<file path="src/hw/rtl/itcf_pkg.sv">
// Shared types, constants and helper functions for the IMU tilt filter.
// Depends on nothing; every other file of the block imports it.
package itcf_pkg;

    localparam int ANGLE_FRAC_BITS = 16;
    localparam int CORDIC_STEPS    = 16;
    localparam int TAB_LEN         = 24;
    localparam int CORD_RUN        = (CORDIC_STEPS < TAB_LEN) ? CORDIC_STEPS : TAB_LEN;

    localparam int ANG_W     = 32;   // angle word: degrees * 2^ANGLE_FRAC_BITS
    localparam int W_W       = 17;   // blend weight width
    localparam int SQ_W      = 53;   // square root operand width
    localparam int SQ_STEPS  = (SQ_W + 1) / 2;  // one root bit per step
    localparam int GQ_W      = 24;   // gyro increment quotient width
    localparam int CNT_W     = 6;
    localparam int CIDX_W    = 5;
    localparam int CFG_IDX_W = 2;

    localparam logic [W_W-1:0] WEIGHT_ONE = W_W'(65536);

    // Gyro increment: (P * 2^16 + 131 * 2^15) / (131 * 2^16) == (P + 65) / 131.
    // P + 65 stays below 2^31, so a multiply by ceil(2^39 / 131) and a shift
    // by 39 gives the exact quotient.
    localparam logic [30:0] GYRO_HALF  = 31'd65;
    localparam logic [31:0] GYRO_RECIP = 32'd4196609267;
    localparam int          GYRO_SHIFT = 39;

    localparam logic signed [ANG_W-1:0] ANGLE_LIM = ANG_W'(180 <<< ANGLE_FRAC_BITS);
    localparam logic signed [15:0]      ONE_G     = 16'sd16384;

    localparam logic [CFG_IDX_W-1:0] REG_ACCEL_BLEND   = 2'd0;
    localparam logic [CFG_IDX_W-1:0] REG_GYRO_BLEND    = 2'd1;
    localparam logic [CFG_IDX_W-1:0] REG_FUSION_WEIGHT = 2'd2;

    localparam logic [1:0] MIX_ACC  = 2'd0;
    localparam logic [1:0] MIX_GYR  = 2'd1;
    localparam logic [1:0] MIX_FUSE = 2'd2;

    typedef struct packed {
        logic              load;
        logic              prep;
        logic              init;
        logic              iter;
        logic              cload;
        logic              cstep;
        logic [CIDX_W-1:0] cidx;
        logic              mul;
        logic              sum;
        logic [1:0]        msel;
        logic              out_load;
    } t_cmd;

    typedef struct packed {
        logic out_full;
    } t_stat;

    // atan(2^-i) in degrees * 2^16, rounded
    function automatic logic signed [ANG_W-1:0] atan_step(input logic [CIDX_W-1:0] i);
        logic signed [ANG_W-1:0] v;
        case (i)
            5'd0:    v = 32'sd2949120;
            5'd1:    v = 32'sd1740967;
            5'd2:    v = 32'sd919879;
            5'd3:    v = 32'sd466945;
            5'd4:    v = 32'sd234379;
            5'd5:    v = 32'sd117304;
            5'd6:    v = 32'sd58666;
            5'd7:    v = 32'sd29335;
            5'd8:    v = 32'sd14668;
            5'd9:    v = 32'sd7334;
            5'd10:   v = 32'sd3667;
            5'd11:   v = 32'sd1833;
            5'd12:   v = 32'sd917;
            5'd13:   v = 32'sd458;
            5'd14:   v = 32'sd229;
            5'd15:   v = 32'sd115;
            5'd16:   v = 32'sd57;
            5'd17:   v = 32'sd29;
            5'd18:   v = 32'sd14;
            5'd19:   v = 32'sd7;
            5'd20:   v = 32'sd4;
            5'd21:   v = 32'sd2;
            5'd22:   v = 32'sd1;
            default: v = 32'sd0;
        endcase
        return v;
    endfunction

    function automatic logic signed [ANG_W-1:0] sat_angle(input logic signed [ANG_W-1:0] v);
        logic signed [ANG_W-1:0] r;
        if (v > ANGLE_LIM) begin
            r = ANGLE_LIM;
        end else if (v < -ANGLE_LIM) begin
            r = -ANGLE_LIM;
        end else begin
            r = v;
        end
        return r;
    endfunction

    // degrees * 2^16 to hundredths of a degree, half away from zero
    function automatic logic [15:0] to_hundredths(input logic signed [ANG_W-1:0] v);
        logic [ANG_W-1:0] mag;
        logic [39:0]      p;
        logic [15:0]      q;
        mag = v[ANG_W-1] ? ANG_W'(-v) : ANG_W'(v);
        p   = 40'(mag) * 40'd100 + 40'(1 << (ANGLE_FRAC_BITS - 1));
        q   = p[ANGLE_FRAC_BITS +: 16];
        return v[ANG_W-1] ? 16'(-q) : q;
    endfunction

endpackage

</file>
<file path="src/hw/rtl/itcf_ctrl.sv">
// Sequencer of the IMU tilt filter: steps the datapath through one request.
// Depends on itcf_pkg.
module itcf_ctrl (
    input  logic            i_clk,
    input  logic            i_rst_n,
    input  logic            i_accept,
    input  itcf_pkg::t_stat i_stat,
    output itcf_pkg::t_cmd  o_cmd,
    output logic            o_ready
);
    import itcf_pkg::*;

    localparam logic [3:0] S_IDLE  = 4'd0;
    localparam logic [3:0] S_PREP  = 4'd1;
    localparam logic [3:0] S_INIT  = 4'd2;
    localparam logic [3:0] S_ITER  = 4'd3;
    localparam logic [3:0] S_CLOAD = 4'd4;
    localparam logic [3:0] S_CORD  = 4'd5;
    localparam logic [3:0] S_M1P   = 4'd6;
    localparam logic [3:0] S_M1S   = 4'd7;
    localparam logic [3:0] S_M2P   = 4'd8;
    localparam logic [3:0] S_M2S   = 4'd9;
    localparam logic [3:0] S_M3P   = 4'd10;
    localparam logic [3:0] S_M3S   = 4'd11;
    localparam logic [3:0] S_OUT   = 4'd12;

    localparam logic [CNT_W-1:0] ITER_LAST = CNT_W'(SQ_STEPS - 1);
    localparam logic [CNT_W-1:0] CORD_LAST = CNT_W'(CORD_RUN - 1);

    logic [3:0]       r_state, n_state;
    logic [CNT_W-1:0] r_cnt, n_cnt;

    always_comb begin
        n_state = r_state;
        n_cnt   = r_cnt;
        o_cmd   = '0;
        o_cmd.cidx = r_cnt[CIDX_W-1:0];
        case (r_state)
            S_IDLE: begin
                if (i_accept) begin
                    o_cmd.load = 1'b1;
                    n_state    = S_PREP;
                end
            end
            S_PREP: begin
                o_cmd.prep = 1'b1;
                n_state    = S_INIT;
            end
            S_INIT: begin
                o_cmd.init = 1'b1;
                n_cnt      = '0;
                n_state    = S_ITER;
            end
            S_ITER: begin
                o_cmd.iter = 1'b1;
                if (r_cnt == ITER_LAST) begin
                    n_state = S_CLOAD;
                end else begin
                    n_cnt = r_cnt + 1'b1;
                end
            end
            S_CLOAD: begin
                o_cmd.cload = 1'b1;
                n_cnt       = '0;
                n_state     = S_CORD;
            end
            S_CORD: begin
                o_cmd.cstep = 1'b1;
                if (r_cnt == CORD_LAST) begin
                    n_state = S_M1P;
                end else begin
                    n_cnt = r_cnt + 1'b1;
                end
            end
            S_M1P: begin
                o_cmd.mul  = 1'b1;
                o_cmd.msel = MIX_ACC;
                n_state    = S_M1S;
            end
            S_M1S: begin
                o_cmd.sum  = 1'b1;
                o_cmd.msel = MIX_ACC;
                n_state    = S_M2P;
            end
            S_M2P: begin
                o_cmd.mul  = 1'b1;
                o_cmd.msel = MIX_GYR;
                n_state    = S_M2S;
            end
            S_M2S: begin
                o_cmd.sum  = 1'b1;
                o_cmd.msel = MIX_GYR;
                n_state    = S_M3P;
            end
            S_M3P: begin
                o_cmd.mul  = 1'b1;
                o_cmd.msel = MIX_FUSE;
                n_state    = S_M3S;
            end
            S_M3S: begin
                o_cmd.sum  = 1'b1;
                o_cmd.msel = MIX_FUSE;
                n_state    = S_OUT;
            end
            S_OUT: begin
                if (!i_stat.out_full) begin
                    o_cmd.out_load = 1'b1;
                    n_state        = S_IDLE;
                end
            end
            default: begin
                n_state = S_IDLE;
            end
        endcase
    end

    always_ff @(posedge i_clk) begin
        if (!i_rst_n) begin
            r_state <= S_IDLE;
            r_cnt   <= '0;
        end else begin
            r_state <= n_state;
            r_cnt   <= n_cnt;
        end
    end

    assign o_ready = (r_state == S_IDLE);

`ifndef NO_ASSERTIONS
    a_load_free: assert property (@(posedge i_clk) disable iff (!i_rst_n)
        o_cmd.out_load |-> !i_stat.out_full)
        else $error("result loaded over a waiting result");
    a_accept_start: assert property (@(posedge i_clk) disable iff (!i_rst_n)
        i_accept |=> (r_state == S_PREP))
        else $error("accepted request did not start");
    a_iter_bound: assert property (@(posedge i_clk) disable iff (!i_rst_n)
        (r_state == S_ITER) |-> (r_cnt <= ITER_LAST))
        else $error("iteration count overran");
    a_cord_bound: assert property (@(posedge i_clk) disable iff (!i_rst_n)
        (r_state == S_CORD) |-> (r_cnt <= CORD_LAST))
        else $error("CORDIC step count overran");
`endif
endmodule

</file>
<file path="config.mk">
export PLATFORM = sky130hd
export DESIGN_NAME = itcf_ctrl
export DESIGN_NICKNAME = d
export VERILOG_FILES = /design/src/hw/rtl/itcf_pkg.sv /design/src/hw/rtl/itcf_ctrl.sv
export SDC_FILE = /design/constraint.sdc
export NUM_CORES = 1
export LEC_CHECK = 0
export BUFFER_PORTS_ARGS = -buffer_cell sky130_fd_sc_hd__buf_2
export CAP_MARGIN = 10
export CORE_MARGIN = 2
export CORE_UTILIZATION = 52
export CTS_CLUSTER_SIZE = 28
export DETAILED_ROUTE_END_ITERATION = 6
export GPL_TIMING_DRIVEN = 1
export PLACE_DENSITY_LB_ADDON = 0.15
export SYNTH_ARGS = -nofsm -noshare
export SYNTH_HDL_FRONTEND = slang
export SYNTH_SLANG_ARGS = --single-unit
</file>
<file path="constraint.sdc">
create_clock -name i_clk -period 2 [get_ports i_clk]
set_input_delay 0.2 -clock i_clk [delete_from_list [all_inputs] [get_ports i_clk]]
set_output_delay 0.2 -clock i_clk [all_outputs]
set_load 0.03 [all_outputs]
</file>
### Yosys cells after proc, flatten, opt, wreduce, memory -nomap -nowiden

Index checks and enable logic that the tools add are counted.

* register bits: 10
* input bits: 4
* output and inout bits: 17

* add/subtract/negate cells: 1
* equality and inequality tests: 20
* multiplexer cells: 20
* reductions and logical operators: 9

Operators with widths (count)
* case mux 4 bit (13 select lines): 1
* == test 4 bit, second input constant: 5
* case mux 6 bit (3 select lines): 1
* == test 4 x 3 -> 1 bit, second input constant: 4
* 2-to-1 mux 4 bit: 4
* 2-to-1 mux 6 bit: 2
* != test 2 bit, second input constant: 6
* 2-to-1 mux 1 bit: 11
* == test 4 x 2 -> 1 bit, second input constant: 2
* adder 6 x 1 -> 6 bit, second input constant: 1
* == test 6 x 4 -> 1 bit, second input constant: 1
* == test 6 x 5 -> 1 bit, second input constant: 1
* OR reduction 2 bit: 3
* OR reduction 3 bit: 2
* == test 4 x 1 -> 1 bit, second input constant: 1
* logical NOT 4 bit: 1
* case mux 2 bit (2 select lines): 1
* AND reduction 4 bit: 1
* AND reduction 3 bit: 1
* nonzero test 3 bit: 1

### Logic depth before layout (Yosys ltp)

* word-level depth: 4
* depth in mapped cells: 7
* depth with buffers taken out: 6

### Worst setup path after synthesis

OpenSTA, ideal clock, no wires.

* path kind: register to output
* from: register r_state[3]
* to: output o_cmd[15] in the netlist's numbering
* data arrival time: 1985 ps
* setup slack: -185 ps
* cell stages (with the launch flop): 5
* buffers on the path: 2
* path through: dfxtp_1 -> buf_4 -> clkbuf_1 -> nor4_1 -> and2_1

RTL lines
* start: declaration: line itcf_ctrl.sv:30 `logic [3:0] r_state, n_state;`
* start signal: assignment: line itcf_ctrl.sv:122 `r_state <= n_state;`
* end: declaration: line itcf_ctrl.sv:8 `output itcf_pkg::t_cmd o_cmd,`

==> metrics.log <==
[metrics] DR vias: approximately 840
[metrics] global route total overflow: 0
[metrics] overall power of the completed layout: 804 uW
[metrics] element type at the critical path start: register
[metrics] fin crit share: 85.9%
[metrics] Detail Route met3 WL: 60 um
[metrics] data arrival time of the critical path: around 1.5 ns
[metrics] prevailing post-synth register cell: dfxtp_1
[metrics] Peak supply drop: approximately 0.53 mV
[metrics] ys async rst share: 0%
[metrics] relative area change from synthesis to final layout: 9.34%
[metrics] TNS Setup: 0 ns
[metrics] Highest Clock Rate: 582 MHz
[metrics] met1 wire length: 975 um
[metrics] static leakage: ~0.00043 uW
[metrics] critical path class: reg2out
[metrics] last weighted congestion value of the routability-driven placer: 0.843
[metrics] area share of the largest cell type after synthesis: between 20% and 30%
[metrics] number of warning messages in the yosys log: 0
[metrics] Port Buffer Count: 20
[metrics] number of global-route vias before repair: 679
[metrics] WP buf/inv: 1
[metrics] initial antenna violation count: 0
[metrics] final net count: between 100 and 150
[metrics] Final Routed Wirelength: 1.89 mm
[metrics] critical path's largest stage delay: 0.67 ns
[metrics] Post-CTS Resized: 0
[metrics] post-route ant nets: 0
[metrics] transition at the pin with the smallest max-transition slack: 0.564 ns
[metrics] fraction of layout cells with a size suffix above 1: between 20 and 30%
[metrics] length of the first detailed-routing pass in iterations: 4
[metrics] critical-path cell list: and4bb_4 > buf_2
[metrics] Placement Rows: 14
[metrics] final design instance area without fill: roughly 950 um2
[metrics] TritonCTS clock tree: done
[metrics] count of H-tree levels built during CTS: 1
[metrics] number of ports placed on the die boundary: 21
[metrics] number of storage elements in the synthesis netlist: 10
[metrics] commonest cells in the netlist: 10 x dfxtp_1, 10 x nand2_1, 7 x a21oi_1
[metrics] final hold violation count: 0
[metrics] Fillers: 151
[metrics] required time at the worst-slack endpoint: about 1.8 ns
[metrics] largest cells by area after synthesis: dfxtp_1 23%, buf_4 5.2%, nand2_1 4.3%
[metrics] min-delay worst type: in2reg
[metrics] number of clock sinks seen by CTS: 10
[metrics] DR top layer: met4
[metrics] post-detail-place hpwl: ~1.4 mm
[metrics] sort of element at the end of the critical path: output pin
[metrics] count of flip-flops with a built-in enable after synthesis: 0
[metrics] met2 wire length: ~830 um
[metrics] Setup-failing EPs final: 0
[metrics] cell area after synthesis: 871 um2
[metrics] Slew Viols, Final: 0
[metrics] post-layout min period: 1.72 ns
[metrics] initial core utilization: 56.5%
[metrics] maximum number of pins on one net before global-route repair: 20
[metrics] mean post-synth cell area: a little over 8 um2
[metrics] Die Wd: between 40 and 50 um
[metrics] post-CTS repair timing setup buffer count: 0
[metrics] clock input transition at the sequential cells of the worst setup and hold paths: 0.06 ns
[metrics] worst clock skew: 0.00925 ns
[metrics] number of buffers inserted during clock tree synthesis: 3
[metrics] largest fanout on the critical path: 19
[metrics] slowest CP cell: dfxtp_1
[metrics] final cell utilization of the core: between 60% and 70%
[metrics] instance count of the mapped netlist: ~110
[metrics] count of max-cap constraint violations: 0
[metrics] DRC viols: 0
[metrics] source-to-sink clock delay at the later pin of the worst-skew pair: 0.27 ns
[metrics] Antenna Cells: 0
[metrics] die outline height: 44.9 um
[metrics] routed via count divided by cell count: 6.21
[metrics] aggregate global-route resource usage: 21.0%
[metrics] core area: 1540 um2
[metrics] gate family responsible for the most delay along the worst path: flip-flops
[metrics] P per Cell Area: roughly 840 nW/um2
[metrics] routed length per placed instance: between 10 and 15 um
[metrics] First DRT Iteration DRCs: 16
[metrics] die area: between 2000 and 2500 um2
[metrics] result of the run: completed
[metrics] Hold Buf Count CTS: 0
[metrics] wire length of the first global-routing pass: between 3 and 4 mm
[metrics] Root Buffer Master: clkbuf_4
[metrics] number of distinct library cells after synthesis: 45
[metrics] post-synthesis net count: 113
[metrics] cell type contributing the most total cell area after synthesis: dfxtp_1
[metrics] proportion of synthesized chip area in sequential cells: a little under a quarter
[metrics] post-detailed-placement cell area: approximately 930 um2
[metrics] RSZ-0062 raised after global routing: no
[metrics] worst rel slew slack: 62.4%
[metrics] maximum clock path buffer count: 2
[kinds of logic (layout without fill, tap and decap cells)]
logic type / Yosys count / in the layout / share of synthesized area (%)
AO/OA/AOI/OAI: 27 / 27 / 23.1
XOR/XNOR: 1 / 1 / 1.01
adder cells (fa/ha/maj): 2 / 2 / 2.87
buffers and inverters: 15 / 27 / 10.3
flip-flops: 10 / 10 / 23.0
multiplexers: 2 / 2 / 2.30
AND/OR/NAND/NOR: 50 / 50 / 37.4
[state kept, by name, indices dropped and copies added (netlist names)]
signal	flops
r_state	4
r_cnt	6
[layout make-up]
class / instances / area [um2] / area share (%)
repair buffers: 22 / 115 / 12.1
clock buffers: 3 / 22.5 / 2.37
well taps: 16 / 20.0 / 2.10
flip-flops and latches: 10 / 200 / 21.0
multi-input cells: 82 / 587 / 61.6
inverters: 2 / 7.51 / 0.788
[per-layer routing]
layer | track usage, % | up-vias
met2 | 28.3 | 14
met5 | 0 | -
met1 | 31.0 | 404
met3 | 4.80 | 4
met4 | 10.0 | 0
li1 | - | 417
[through the flow]
stage	setup slack, ns	hold slack [ns]	instances
2_1_floorplan	0.0218	0.364	107
4_1_cts	0.282	0.298	135
5_1_grt	0.143	0.334	135
6_report	0.282	0.314	135
3_3_place_gp	0.438	0.488	132
3_5_place_dp	0.391	0.502	132
[final timing paths]
kind / start / end / slack [ns] / cells past startpoint
max reg2reg: r_state[2] / r_cnt[2] / 0.38 / 4
min: i_rst_n / r_state[2] / 0.31 / 2
max: r_state[2] / o_cmd[10] / 0.28 / 2
min reg2reg: r_cnt[5] / r_cnt[5] / 0.52 / 1
[where the power goes]
part | switching [uW] | internal [uW] | total [uW]
Clock | 67.7 | 69.4 | 137
Sequential | 56.0 | 219 | 275
Combinational | 242 | 150 | 392
Total | 366 | 439 | 804
[cells in the final DEF (no fill, tap or decap), drive strengths merged, types with 3 or more instances in the layout]
master	Yosys	layout
and3	5	5
clkbuf	3	3
dfxtp	10	10
a21oi	7	7
o21ai	3	3
nor2b	5	5
buf	10	22
nand2	10	10
nor2	4	4
nand3	8	8
and2	3	3
(Power assumes the default switching activity.)
